--- config.mk ---
export PLATFORM = sky130hd
export DESIGN_NAME = dirty_region_refresh_tracker
export DESIGN_NICKNAME = d
export VERILOG_FILES = /design/src/rtl/core/drrt_pkg.sv /design/src/rtl/core/drrt_limit.sv /design/src/rtl/core/drrt_boxes.sv /design/src/rtl/core/drrt_area.sv /design/src/rtl/core/drrt_emit.sv /design/src/rtl/core/dirty_region_refresh_tracker.sv
export VERILOG_INCLUDE_DIRS = /design/src /design/src/rtl/core
export SDC_FILE = /design/constraint.sdc
export NUM_CORES = 2
export LEC_CHECK = 0
export BUFFER_PORTS_ARGS = -buffer_cell sky130_fd_sc_hd__buf_2
export CAP_MARGIN = 20
export CORE_AREA = 2 2 341 343
export DETAILED_ROUTE_END_ITERATION = 16
export DIE_AREA = 0 0 343 345
export PLACE_DENSITY = 0.56
export SLEW_MARGIN = 5
export SYNTH_ARGS = -nofsm -noshare
export SYNTH_HDL_FRONTEND = slang
export SYNTH_SLANG_ARGS = --single-unit
--- constraint.sdc ---
create_clock -name clk -period 38.3 [get_ports clk]
set_input_delay 7.66 -clock clk [delete_from_list [all_inputs] [get_ports clk]]
set_output_delay 7.66 -clock clk [all_outputs]
set_load 0.1 [all_outputs]
--- src/rtl/core/dirty_region_refresh_tracker_assert.svh ---
// Assertion helpers for the refresh tracker; clk and rst are taken from the using scope.
`ifndef DIRTY_REGION_REFRESH_TRACKER_ASSERT_SVH
`define DIRTY_REGION_REFRESH_TRACKER_ASSERT_SVH

// Same-cycle implication.
`define DRRT_ASSERT_IMPL(label, cond, expr, msg) \
  label: assert property (@(posedge clk) disable iff (rst) (cond) |-> (expr)) \
    else $error(msg);

// Next-cycle implication.
`define DRRT_ASSERT_NEXT(label, cond, expr, msg) \
  label: assert property (@(posedge clk) disable iff (rst) (cond) |=> (expr)) \
    else $error(msg);

`endif

--- src/rtl/core/drrt_pkg.sv ---
`default_nettype none
package drrt_pkg;

  localparam logic [1:0] MODE_INVALIDATE = 2'd0;
  localparam logic [1:0] MODE_UPDATE     = 2'd1;
  localparam logic [1:0] MODE_RESET      = 2'd2;

  localparam logic [1:0] KIND_FULL = 2'd0;
  localparam logic [1:0] KIND_BW   = 2'd1;
  localparam logic [1:0] KIND_GS   = 2'd2;

  localparam int REG_BITS       = 12;
  localparam int CFG_INDEX_BITS = 1;
  localparam logic [CFG_INDEX_BITS-1:0] CFG_WIDTH  = 1'b0;
  localparam logic [CFG_INDEX_BITS-1:0] CFG_HEIGHT = 1'b1;

  localparam logic [REG_BITS-1:0] RESET_WIDTH  = 12'd600;
  localparam logic [REG_BITS-1:0] RESET_HEIGHT = 12'd800;

  // area > floor(W*H*95/100) is the same test as area*100 > W*H*95
  localparam int THRESH_NUM = 95;
  localparam int THRESH_DEN = 100;
  localparam int LIMIT_BITS = 2 * REG_BITS + 7;

  typedef struct packed {
    logic valid;
    logic bw_valid;
    logic gs_valid;
  } stage_ctl_t;

endpackage
`default_nettype wire

--- src/rtl/core/drrt_limit.sv ---
`default_nettype none
module drrt_limit
  import drrt_pkg::*;
(
  input  wire logic                      clk,
  input  wire logic                      rst,
  input  wire logic                      cfg_we,
  input  wire logic [CFG_INDEX_BITS-1:0] cfg_index,
  input  wire logic [REG_BITS-1:0]       cfg_data,
  output logic      [LIMIT_BITS-1:0]     limit
);

  localparam int PROD_BITS = 2 * REG_BITS;
  localparam logic [PROD_BITS-1:0] RESET_PROD =
    PROD_BITS'(RESET_WIDTH) * PROD_BITS'(RESET_HEIGHT);
  localparam logic [LIMIT_BITS-1:0] RESET_LIMIT =
    LIMIT_BITS'(RESET_PROD) * LIMIT_BITS'(THRESH_NUM);

  logic [REG_BITS-1:0]  screen_width;
  logic [REG_BITS-1:0]  screen_height;
  logic [PROD_BITS-1:0] prod;

  always_ff @(posedge clk) begin
    if (rst) begin
      screen_width  <= RESET_WIDTH;
      screen_height <= RESET_HEIGHT;
    end else if (cfg_we) begin
      case (cfg_index)
        CFG_WIDTH:  screen_width  <= cfg_data;
        CFG_HEIGHT: screen_height <= cfg_data;
        default: ;
      endcase
    end
  end

  // two registered steps: the product, then the scaled limit
  always_ff @(posedge clk) begin
    if (rst) begin
      prod  <= RESET_PROD;
      limit <= RESET_LIMIT;
    end else begin
      prod  <= PROD_BITS'(screen_width) * PROD_BITS'(screen_height);
      limit <= LIMIT_BITS'(prod) * LIMIT_BITS'(THRESH_NUM);
    end
  end

endmodule
`default_nettype wire

--- src/rtl/core/drrt_boxes.sv ---
`default_nettype none
module drrt_boxes
  import drrt_pkg::*;
#(
  parameter int CB = 12
) (
  input  wire logic            clk,
  input  wire logic            rst,
  input  wire logic            in_valid,
  output logic                 in_stall,
  input  wire logic [1:0]      mode,
  input  wire logic [CB-1:0]   rect_x,
  input  wire logic [CB-1:0]   rect_y,
  input  wire logic [CB-1:0]   rect_w,
  input  wire logic [CB-1:0]   rect_h,
  input  wire logic            is_black_white,
  input  wire logic            s2_free,
  output stage_ctl_t           s1_ctl,
  output logic [4*(CB+1)-1:0]  s1_bw_box,
  output logic [4*(CB+1)-1:0]  s1_gs_box,
  output logic [CB:0]          s1_uw,
  output logic [CB:0]          s1_uh
);

  localparam int E = CB + 1;

  logic         bw_valid, gs_valid;
  logic [E-1:0] bw_l, bw_t, bw_r, bw_b;
  logic [E-1:0] gs_l, gs_t, gs_r, gs_b;

  logic         accept;
  logic [E-1:0] x_e, y_e, r_e, b_e;
  logic         cur_valid;
  logic [E-1:0] cur_l, cur_t, cur_r, cur_b;
  logic [E-1:0] g_l, g_t, g_r, g_b;
  logic [E-1:0] u_l, u_t, u_r, u_b;

  logic         s1_valid, s1_bwv, s1_gsv;

  assign in_stall = s1_valid && !s2_free;
  assign accept   = in_valid && !in_stall;

  assign x_e = {1'b0, rect_x};
  assign y_e = {1'b0, rect_y};
  assign r_e = {1'b0, rect_x} + {1'b0, rect_w};
  assign b_e = {1'b0, rect_y} + {1'b0, rect_h};

  always_comb begin
    cur_valid = is_black_white ? bw_valid : gs_valid;
    cur_l     = is_black_white ? bw_l : gs_l;
    cur_t     = is_black_white ? bw_t : gs_t;
    cur_r     = is_black_white ? bw_r : gs_r;
    cur_b     = is_black_white ? bw_b : gs_b;
    // open on the rectangle when empty, otherwise grow
    g_l = (cur_valid && cur_l < x_e) ? cur_l : x_e;
    g_t = (cur_valid && cur_t < y_e) ? cur_t : y_e;
    g_r = (cur_valid && cur_r > r_e) ? cur_r : r_e;
    g_b = (cur_valid && cur_b > b_e) ? cur_b : b_e;
  end

  always_comb begin
    if (bw_valid && gs_valid) begin
      u_l = (bw_l < gs_l) ? bw_l : gs_l;
      u_t = (bw_t < gs_t) ? bw_t : gs_t;
      u_r = (bw_r > gs_r) ? bw_r : gs_r;
      u_b = (bw_b > gs_b) ? bw_b : gs_b;
    end else if (bw_valid) begin
      u_l = bw_l;
      u_t = bw_t;
      u_r = bw_r;
      u_b = bw_b;
    end else begin
      u_l = gs_l;
      u_t = gs_t;
      u_r = gs_r;
      u_b = gs_b;
    end
  end

  always_ff @(posedge clk) begin
    if (rst) begin
      bw_valid <= 1'b0;
      gs_valid <= 1'b0;
    end else if (accept) begin
      case (mode)
        MODE_INVALIDATE: begin
          if (is_black_white) bw_valid <= 1'b1;
          else gs_valid <= 1'b1;
        end
        MODE_UPDATE, MODE_RESET: begin
          bw_valid <= 1'b0;
          gs_valid <= 1'b0;
        end
        default: ;
      endcase
    end
  end

  always_ff @(posedge clk) begin
    if (accept && mode == MODE_INVALIDATE) begin
      if (is_black_white) begin
        bw_l <= g_l;
        bw_t <= g_t;
        bw_r <= g_r;
        bw_b <= g_b;
      end else begin
        gs_l <= g_l;
        gs_t <= g_t;
        gs_r <= g_r;
        gs_b <= g_b;
      end
    end
  end

  always_ff @(posedge clk) begin
    if (rst) begin
      s1_valid <= 1'b0;
    end else if (!s1_valid || s2_free) begin
      s1_valid <= accept && mode == MODE_UPDATE;
    end
  end

  // snapshot the boxes as the update clears them
  always_ff @(posedge clk) begin
    if (accept && mode == MODE_UPDATE) begin
      s1_bwv    <= bw_valid;
      s1_gsv    <= gs_valid;
      s1_bw_box <= {bw_l, bw_t, bw_r, bw_b};
      s1_gs_box <= {gs_l, gs_t, gs_r, gs_b};
      s1_uw     <= u_r - u_l;
      s1_uh     <= u_b - u_t;
    end
  end

  assign s1_ctl = '{valid: s1_valid, bw_valid: s1_bwv, gs_valid: s1_gsv};

endmodule
`default_nettype wire

--- src/rtl/core/drrt_area.sv ---
`default_nettype none
module drrt_area
  import drrt_pkg::*;
#(
  parameter int CB = 12
) (
  input  wire logic                  clk,
  input  wire logic                  rst,
  input  wire stage_ctl_t            s1_ctl,
  input  wire logic [4*(CB+1)-1:0]   s1_bw_box,
  input  wire logic [4*(CB+1)-1:0]   s1_gs_box,
  input  wire logic [CB:0]           s1_uw,
  input  wire logic [CB:0]           s1_uh,
  input  wire logic [LIMIT_BITS-1:0] limit,
  input  wire logic                  s3_free,
  output logic                       s2_free,
  output logic                       load,
  output logic [1:0]                 n,
  output logic [4*(CB+1)+2:0]        rec0,
  output logic [4*(CB+1)+2:0]        rec1
);

  localparam int E     = CB + 1;
  localparam int AREAW = 2 * E;
  localparam int CMPW  = (AREAW + 7 > LIMIT_BITS) ? AREAW + 7 : LIMIT_BITS;

  logic               s2_valid, s2_bwv, s2_gsv;
  logic [4*E-1:0]     s2_bw_box, s2_gs_box;
  logic [AREAW-1:0]   area;

  logic [CMPW-1:0]    scaled;
  logic               full;
  logic [E-1:0]       bl, bt, br, bb, gl, gt, gr, gb;
  logic [4*E+2:0]     rec_bw, rec_gs, rec_full;

  assign s2_free = !s2_valid || s3_free;
  assign load    = s2_valid && s3_free;

  always_ff @(posedge clk) begin
    if (rst) begin
      s2_valid <= 1'b0;
    end else if (s2_free) begin
      s2_valid <= s1_ctl.valid;
    end
  end

  always_ff @(posedge clk) begin
    if (s1_ctl.valid && s2_free) begin
      s2_bwv    <= s1_ctl.bw_valid;
      s2_gsv    <= s1_ctl.gs_valid;
      s2_bw_box <= s1_bw_box;
      s2_gs_box <= s1_gs_box;
      area      <= AREAW'(s1_uw) * AREAW'(s1_uh);
    end
  end

  assign {bl, bt, br, bb} = s2_bw_box;
  assign {gl, gt, gr, gb} = s2_gs_box;

  always_comb begin
    scaled   = CMPW'(area) * CMPW'(THRESH_DEN);
    // with no open box the area counts as zero, whatever stale edges remain
    full     = (s2_bwv || s2_gsv) && (area != '0) && (scaled > CMPW'(limit));
    rec_full = {KIND_FULL, {(4*E){1'b0}}, 1'b1};
    rec_bw   = {KIND_BW, bl, bt, br - bl, bb - bt, !s2_gsv};
    rec_gs   = {KIND_GS, gl, gt, gr - gl, gb - gt, 1'b1};
    rec1     = rec_gs;
    if (full) begin
      n    = 2'd1;
      rec0 = rec_full;
    end else if (s2_bwv) begin
      n    = s2_gsv ? 2'd2 : 2'd1;
      rec0 = rec_bw;
    end else begin
      n    = s2_gsv ? 2'd1 : 2'd0;
      rec0 = rec_gs;
    end
  end

endmodule
`default_nettype wire

--- src/rtl/core/drrt_emit.sv ---
`default_nettype none
module drrt_emit
  import drrt_pkg::*;
#(
  parameter int CB = 12
) (
  input  wire logic               clk,
  input  wire logic               rst,
  input  wire logic               load,
  input  wire logic [1:0]         n,
  input  wire logic [4*(CB+1)+2:0] rec0,
  input  wire logic [4*(CB+1)+2:0] rec1,
  output logic                    s3_free,
  output logic                    out_valid,
  input  wire logic               out_stall,
  output logic [1:0]              refresh_kind,
  output logic [CB:0]             out_x,
  output logic [CB:0]             out_y,
  output logic [CB:0]             out_w,
  output logic [CB:0]             out_h,
  output logic                    last
);

  localparam int RECW = 4 * (CB + 1) + 3;

  logic [1:0]      cnt;
  logic [RECW-1:0] q0, q1, o_rec;
  logic            out_ok, pop;

  assign out_ok  = !out_valid || !out_stall;
  assign pop     = (cnt != 2'd0) && out_ok;
  assign s3_free = (cnt == 2'd0) || (cnt == 2'd1 && out_ok);

  always_ff @(posedge clk) begin
    if (rst) begin
      cnt       <= 2'd0;
      out_valid <= 1'b0;
    end else begin
      if (load) cnt <= n;
      else if (pop) cnt <= cnt - 2'd1;
      if (out_ok) out_valid <= pop;
    end
  end

  always_ff @(posedge clk) begin
    if (load) begin
      q0 <= rec0;
      q1 <= rec1;
    end else if (pop) begin
      q0 <= q1;
    end
    if (pop) o_rec <= q0;
  end

  assign {refresh_kind, out_x, out_y, out_w, out_h, last} = o_rec;

endmodule
`default_nettype wire

--- src/rtl/core/dirty_region_refresh_tracker.sv ---
// Dirty bounding-box tracker with full/partial refresh selection.
// An update's first command passes the snapshot stage, the area multiply, the threshold compare
// into the command queue and the output register; its second follows it out of the queue.
// Throughput: one item per cycle while in_stall is low; the single output register gives one
// command a cycle while out_stall is low, so back-to-back two-command updates stall the input.
// Reset (synchronous, rst high): both boxes empty, pipeline empty, width 600, height 800.
`default_nettype none
`include "dirty_region_refresh_tracker_assert.svh"
module dirty_region_refresh_tracker
  import drrt_pkg::*;
#(
  parameter int COORD_BITS = 12
) (
  input  wire logic                      clk,
  input  wire logic                      rst,
  input  wire logic                      cfg_we,
  input  wire logic [CFG_INDEX_BITS-1:0] cfg_index,
  input  wire logic [REG_BITS-1:0]       cfg_data,
  input  wire logic                      in_valid,
  output logic                           in_stall,
  input  wire logic [1:0]                mode,
  input  wire logic [COORD_BITS-1:0]     rect_x,
  input  wire logic [COORD_BITS-1:0]     rect_y,
  input  wire logic [COORD_BITS-1:0]     rect_w,
  input  wire logic [COORD_BITS-1:0]     rect_h,
  input  wire logic                      is_black_white,
  output logic                           out_valid,
  input  wire logic                      out_stall,
  output logic [1:0]                     refresh_kind,
  output logic [COORD_BITS:0]            out_x,
  output logic [COORD_BITS:0]            out_y,
  output logic [COORD_BITS:0]            out_w,
  output logic [COORD_BITS:0]            out_h,
  output logic                           last
);

  localparam int E = COORD_BITS + 1;

  stage_ctl_t          s1_ctl;
  logic [4*E-1:0]      s1_bw_box, s1_gs_box;
  logic [E-1:0]        s1_uw, s1_uh;
  logic [LIMIT_BITS-1:0] limit;
  logic                s2_free, s3_free, load;
  logic [1:0]          n;
  logic [4*E+2:0]      rec0, rec1;
  logic                not_last, is_full, full_zero;

  drrt_limit u_limit (
    .clk       (clk),
    .rst       (rst),
    .cfg_we    (cfg_we),
    .cfg_index (cfg_index),
    .cfg_data  (cfg_data),
    .limit     (limit)
  );

  drrt_boxes #(.CB(COORD_BITS)) u_boxes (
    .clk            (clk),
    .rst            (rst),
    .in_valid       (in_valid),
    .in_stall       (in_stall),
    .mode           (mode),
    .rect_x         (rect_x),
    .rect_y         (rect_y),
    .rect_w         (rect_w),
    .rect_h         (rect_h),
    .is_black_white (is_black_white),
    .s2_free        (s2_free),
    .s1_ctl         (s1_ctl),
    .s1_bw_box      (s1_bw_box),
    .s1_gs_box      (s1_gs_box),
    .s1_uw          (s1_uw),
    .s1_uh          (s1_uh)
  );

  drrt_area #(.CB(COORD_BITS)) u_area (
    .clk       (clk),
    .rst       (rst),
    .s1_ctl    (s1_ctl),
    .s1_bw_box (s1_bw_box),
    .s1_gs_box (s1_gs_box),
    .s1_uw     (s1_uw),
    .s1_uh     (s1_uh),
    .limit     (limit),
    .s3_free   (s3_free),
    .s2_free   (s2_free),
    .load      (load),
    .n         (n),
    .rec0      (rec0),
    .rec1      (rec1)
  );

  drrt_emit #(.CB(COORD_BITS)) u_emit (
    .clk          (clk),
    .rst          (rst),
    .load         (load),
    .n            (n),
    .rec0         (rec0),
    .rec1         (rec1),
    .s3_free      (s3_free),
    .out_valid    (out_valid),
    .out_stall    (out_stall),
    .refresh_kind (refresh_kind),
    .out_x        (out_x),
    .out_y        (out_y),
    .out_w        (out_w),
    .out_h        (out_h),
    .last         (last)
  );

  assign not_last  = out_valid && !last;
  assign is_full   = out_valid && refresh_kind == KIND_FULL;
  assign full_zero = last && out_w == '0 && out_h == '0;

  `DRRT_ASSERT_IMPL(a_stall_needs_s1, in_stall, s1_ctl.valid, "stall with snapshot stage empty")
  `DRRT_ASSERT_NEXT(a_s1_holds, s1_ctl.valid && in_stall, s1_ctl.valid, "blocked snapshot lost")
  `DRRT_ASSERT_IMPL(a_nonlast_bw, not_last, refresh_kind == KIND_BW, "pair out of order")
  `DRRT_ASSERT_IMPL(a_full_shape, is_full, full_zero, "malformed full refresh")

endmodule
`default_nettype wire
==> Yosys cells after proc, flatten, opt, wreduce, memory -nomap -nowiden <==
Index checks and enable logic that the tools add are counted.
{ "classes": {"addsub": 9, "mul": 4, "magnitude_cmp": 9, "eq_ne": 5, "muxes": 35, "bitwise": 2, "reduce_logical": 40} }
{ "ops": {"columns": ["op", "count"], "rows": [
  ["13-bit 2-to-1 mux", 20],
  ["55-bit 2-to-1 mux", 4],
  ["13-bit subtractor", 6],
  ["13-bit > comparator", 4],
  ["33-bit by 31-bit > comparator with 1-bit output", 1],
  ["24-bit by 7-bit multiplier with 31-bit output, second input constant", 1],
  ["26-bit by 5-bit multiplier with 31-bit output, second input constant", 1],
  ["12-bit by 12-bit adder with 13-bit output", 2],
  ["13-bit by 12-bit < comparator with 1-bit output", 2],
  ["13-bit < comparator", 2],
  ["13-bit by 13-bit multiplier with 26-bit output", 1],
  ["26-bit nonzero test", 1],
  ["12-bit by 12-bit multiplier with 24-bit output", 1],
  ["1-bit logical AND", 15],
  ["2-bit 2-to-1 mux", 5],
  ["2-bit AND reduction", 4],
  ["1-bit zero test", 7],
  ["3-bit AND reduction", 2],
  ["2-bit nonzero test", 3],
  ["1-bit logical OR", 5],
  ["2-bit by 1-bit == test with 1-bit output, second input constant", 2],
  ["2-bit zero test", 2],
  ["1-bit 2-to-1 mux", 4],
  ["2-bit inequality test, second input constant", 2],
  ["5 further kinds", 7]
]} }
{ "word_totals": {"reg_bits": 616, "in_bits": 69, "output_inout_bits": 57, "elab_cells": 136} }

==> Depth between registers and ports, before layout <==
{ "depth": {"ltp_word": 11, "ltp_mapped": 27} }

==> Hierarchy <==
Synthesis repeated with hierarchy kept, for this count alone.
{ "unflattened": {"hier_cells": 4305, "area_unflattened_um2": 47000.1} }
{ "modules_own_cells": {"columns": ["module", "n_inst", "cells_per_inst", "area_per_inst_um2"], "rows": [
  ["drrt_area", 1, 1723, 16286.9],
  ["drrt_boxes", 1, 1090, 13545.5],
  ["drrt_limit", 1, 1245, 11141.9],
  ["drrt_emit", 1, 247, 6025.8]
]} }

==> Worst setup path before layout <==
No wires, ideal clock.
{ "synth_path": {"path_kind": "input port to flip-flop", "start": "in out_stall", "end": "reg u_area.area[0], enable pin", "setup_time_ps": 825, "t_arrival_ps": 17393, "t_required_ps": 37475, "path_slack_ps": 20082, "path_stages": 3, "n_path_buf": 0, "path_cell_list": "nand2_1 -> a21oi_1 -> a21boi_0"} }
{ "synth_via": {"elab_chain_cells": 6} }
{ "synth_rtl": {"columns": ["element", "line_no", "source"], "rows": [
  ["start, declared", "dirty_region_refresh_tracker.sv:28", "input wire logic out_stall,"],
  ["1-bit zero test", "drrt_emit.sv:30", "assign out_ok = !out_valid || !out_stall;"],
  ["1-bit logical OR", "drrt_emit.sv:30", null],
  ["1-bit logical AND", "drrt_emit.sv:32", "assign s3_free = (cnt == 2'd0) || (cnt == 2'd1 && out_ok);"],
  ["1-bit logical OR", "drrt_emit.sv:32", null],
  ["1-bit logical OR", "drrt_area.sv:36", "assign s2_free = !s2_valid || s3_free;"],
  ["1-bit logical AND", "drrt_area.sv:48", "if (s1_ctl.valid && s2_free) begin"],
  ["end signal, assigned", "drrt_area.sv:53", "area <= AREAW'(s1_uw) * AREAW'(s1_uh);"],
  ["end, declared", "drrt_area.sv:29", "logic [AREAW-1:0] area;"]
]} }
No other way between the ends.
A chain may end at the register's enable or synchronous reset.

==> Worst setup path after layout <==
{ "layout_path": {"start": "in out_stall", "end": "out in_stall"} }
{ "layout_via": {"elab_chain_cells": 7} }
{ "layout_rtl": {"columns": ["element", "line_no", "source"], "rows": [
  ["1-bit zero test", "drrt_emit.sv:30", null],
  ["1-bit logical OR", "drrt_emit.sv:30", null],
  ["1-bit logical AND", "drrt_emit.sv:32", null],
  ["1-bit logical OR", "drrt_emit.sv:32", null],
  ["1-bit logical OR", "drrt_area.sv:36", null],
  ["1-bit zero test", "drrt_boxes.sv:40", "assign in_stall = s1_valid && !s2_free;"],
  ["1-bit logical AND", "drrt_boxes.sv:40", null],
  ["end, declared", "dirty_region_refresh_tracker.sv:20", "output logic in_stall,"]
]} }
No other way between the ends.

==> flow_summary.yaml <==
status:
  outcome: "finished, final reports clean"
floorplan:
  ios: 126
  dieArea_sq_um: 118300
  die_x_microns: 343
  die_h_microns: 345
  start_util: 0.3968
  row_count: 125
  coreArea_sq_um: 115100
logic_synthesis:
  synthArstFlopShare: 0
  netlist_instances: 4187
  synth_edf_count: 530
  syn_area_per_cell_sq_um: 10.91
  yosysWarnings: 0
  synth_ff_type: "edfxtp_1"
  yosysSeqAreaShare: 0.3861
  ys_seq_elements: 616
  synth.top_cell.area_share: 0.3484
  synth_top_area_cell: "edfxtp_1"
  synthTopCellsByArea: "edfxtp_1 35%, fa_1 15%, ha_1 14%"
  syn_area_sq_um: 45680
  yosysUniqueCellTypes: 74
detailed_routing:
  drc: 0
  drt_iter0_markers: 1591
  finalWirelength_microns: 95510
  vias: 28960
  viasPerCell: 4.925
  drtAntennaViolNets: 0
  drt-wirelength-per-cell_microns: 16.24
  drt-pass1-iter-count: 5
clocking:
  postCtsSetupBuffers: 0
  cts_root_buf: "clkbuf_16"
  cts_tree: "built"
  ctsResizeCount: 0
  htreeDepth: 3
  clk_pin_slew_ps: 60
  cts_buffers: 72
  clk_path_buf_depth: 3
  clk_latency_ps: 630
  cts_hold_buf: 0
  cts_sinks: 616
final_layout:
  fillers: 11010
  antennaDiodeCount: 0
  drive_gt1_frac: 0.08517
  fin_util: 0.4365
  syn2layout_area_growth_pct: 9.981
  multi_input_area_sq_um: 25020
  final_common_cell: "inv_1"
  final-seq-area_sq_um: 17640
  fin_nets: 5229
  mostFrequentLayoutCells: "696 x inv_1, 530 x edfxtp_1, 524 x ha_1, 440 x nand2_1, 336 x fa_1"
power:
  seqPwrFrac: 0.228
  swShare: 0.4511
  combPwrFrac: 0.605
  leakage_nw: 22.72
  power.density_nw_per_um2: 81.32
  pwr-share-clk: 0.167
  p_int_mw: 2.243
  peakVddDrop_mv: 0.1727
  switching_power_mw: 1.843
setup_path:
  startpoint_type: "input port"
  cp.required_ps: 30640
  cp.arrival_ps: 9240
  cp.buffers_inverters: 2
  cp_common_cell: "buf_2"
  crit_fanout: 4
  r2r_start: "u_area.area[12]"
  endpoint_kind: "primary output"
  critPathKind: "in -> out"
  crit_slowest_cell: "buf_2"
  r2r_slack_ps: 31780
  worst-path-stages: 5
  cpPeakStageDelay_ps: 480
  path_cells: "buf_2 -> nand2_1 -> a21oi_1 -> and3_1 -> buf_2"
  critPathTopFamily: "buffers and inverters"
  reg2reg_to: "u_emit.q0[16]"
  reg2reg_depth: 23
timing:
  skew_ps: 28.89
  slew_viol_final: 0
  worstMarginPinSlew_ps: 1052
  fmaxAchievable_ghz: 0.05917
  hold_viol_final: 0
  fin_crit_sh: 0.4413
  setup_tns_ps: 0
  slew_headroom: 0.2984
  setup_viol: 0
  rsz0062_at_grt: "false"
  period_needed_ps: 16900
placement:
  portBuffers: 125
  dp_hpwl_microns: 74290
  place_congestion: 0.8170
global_routing:
  grt_max_degree: 93
  grt_usage: 0.1660
  grt_pass1_wl_microns: 157100
  grt_pass1_vias: 29950
  antenna_found_initial: 0
  gr-total-overflow: 0
worst_hold_path:
  hold_end: "u_emit.o_rec[11]"
  hold_start: "u_emit.q0[11]"
  hold_class: "reg -> reg"
  worstHoldPathCells: 0
job:
  drv_cap: 0
[logic make-up (layout without fill, tap and decap cells)]
| family | after synthesis | in the layout | synth area share |
|---|---|---|---|
| flops | 616 | 616 | 0.3861 |
| other cells | 1 | 4 | 0.00008209 |
| xor+xnor | 164 | 164 | 0.03144 |
| compound gates | 639 | 639 | 0.09143 |
| buf+inv | 801 | 967 | 0.06771 |
| mux | 151 | 151 | 0.03454 |
| simple gates | 955 | 955 | 0.09795 |
| fa+ha+maj | 860 | 860 | 0.2908 |
[worst max path at each step]
stage / startpoint / end
global placement: out_stall / in_stall
detailed placement: out_stall / in_stall
CTS: out_stall / in_stall
finish: out_stall / in_stall
floorplan: out_stall / u_area.area[0]
global route: out_stall / in_stall
[worst register-to-register path, stage by stage (launching register included)]
cell       delay [ps]
edfxtp_1          430
ha_1              300
ha_1              270
inv_1              50
fa_1              500
inv_1              40
ha_1              350
a211oi_1          280
o211ai_1          160
a221oi_1          560
a21boi_0          180
o21ai_0           180
nand2b_1           90
xor2_1            150
ha_1              290
a21o_1            160
a21o_1            160
a21oi_1           250
o2111ai_1         220
a211oi_1          370
o22a_1            270
a211o_2           290
nand2_8           360
o21ai_2           430
[metal layers]
metal / global-route usage / wire length, microns
met1: 0.2330 / 46240
met2: 0.2691 / 44050
met3: 0.02422 / 3538
met4: 0.04117 / 1686
met5: 0 / 0
[through the flow]
step                cells  hold WS [ps]  cell area [sq um]  setup WS [ps]  total power, mW
floorplan            4190         400.3              45690          20080            2.926
global placement     5749         401.1              47910          21420            3.413
detailed placement   5749         404.5              47910          21440            3.428
CTS                  5879         408.9              50230          21440            4.136
global route         5880         413.2              50240          21350            4.502
finish               5880         409.0              50240          21400            4.086
[cell type report]
type                    instances  area share
multi-input cells            2773      0.4980
flip-flops and latches        616      0.3510
inverters                     697     0.05207
clock buffers                  90     0.03805
well taps                    1524     0.03795
repair buffers                140     0.01474
clock inverters                40    0.008169
[power groups by stage]
stage | Clock, mW | Sequential, mW | Combinational, mW
5_1_grt | 0.728 | 0.945 | 2.83
6_report | 0.681 | 0.933 | 2.47
3_3_place_gp | 0 | 0.949 | 2.46
4_1_cts | 0.703 | 0.936 | 2.50
3_5_place_dp | 0 | 0.948 | 2.48
2_1_floorplan | 0 | 1.12 | 1.81
[cell usage after synthesis (54+ instances only)]
| cell type | n |
|---|---|
| inv_1 | 697 |
| edfxtp_1 | 530 |
| ha_1 | 524 |
| nand2_1 | 440 |
| fa_1 | 336 |
| a21oi_1 | 177 |
| nor2_1 | 138 |
| and2_1 | 129 |
| o21ai_0 | 126 |
| xnor2_1 | 111 |
| mux2i_1 | 98 |
| clkbuf_1 | 92 |
| dfxtp_1 | 86 |
| a21o_1 | 76 |
| o21a_1 | 54 |
[registers in the layout, summed over array words and instances (netlist names), 2 cells and up]
signal                 cells
u_boxes.bw_b              13
u_boxes.bw_r              13
u_boxes.gs_t              13
u_emit.q0                 55
u_boxes.bw_l              13
u_area.area               26
u_boxes.gs_b              13
u_boxes.gs_r              13
u_boxes.bw_t              13
u_emit.cnt                 2
u_emit.q1                 52
u_boxes.s1_uh             13
u_limit.screen_height     12
u_area.s2_gs_box          52
u_boxes.s1_uw             13
u_limit.prod              24
u_limit.screen_width      12
u_boxes.s1_gs_box         52
u_emit.o_rec              55
u_area.s2_bw_box          52
u_boxes.s1_bw_box         52
u_boxes.gs_l              13
u_limit.limit             31
Power figures use the tool's default switching activity.
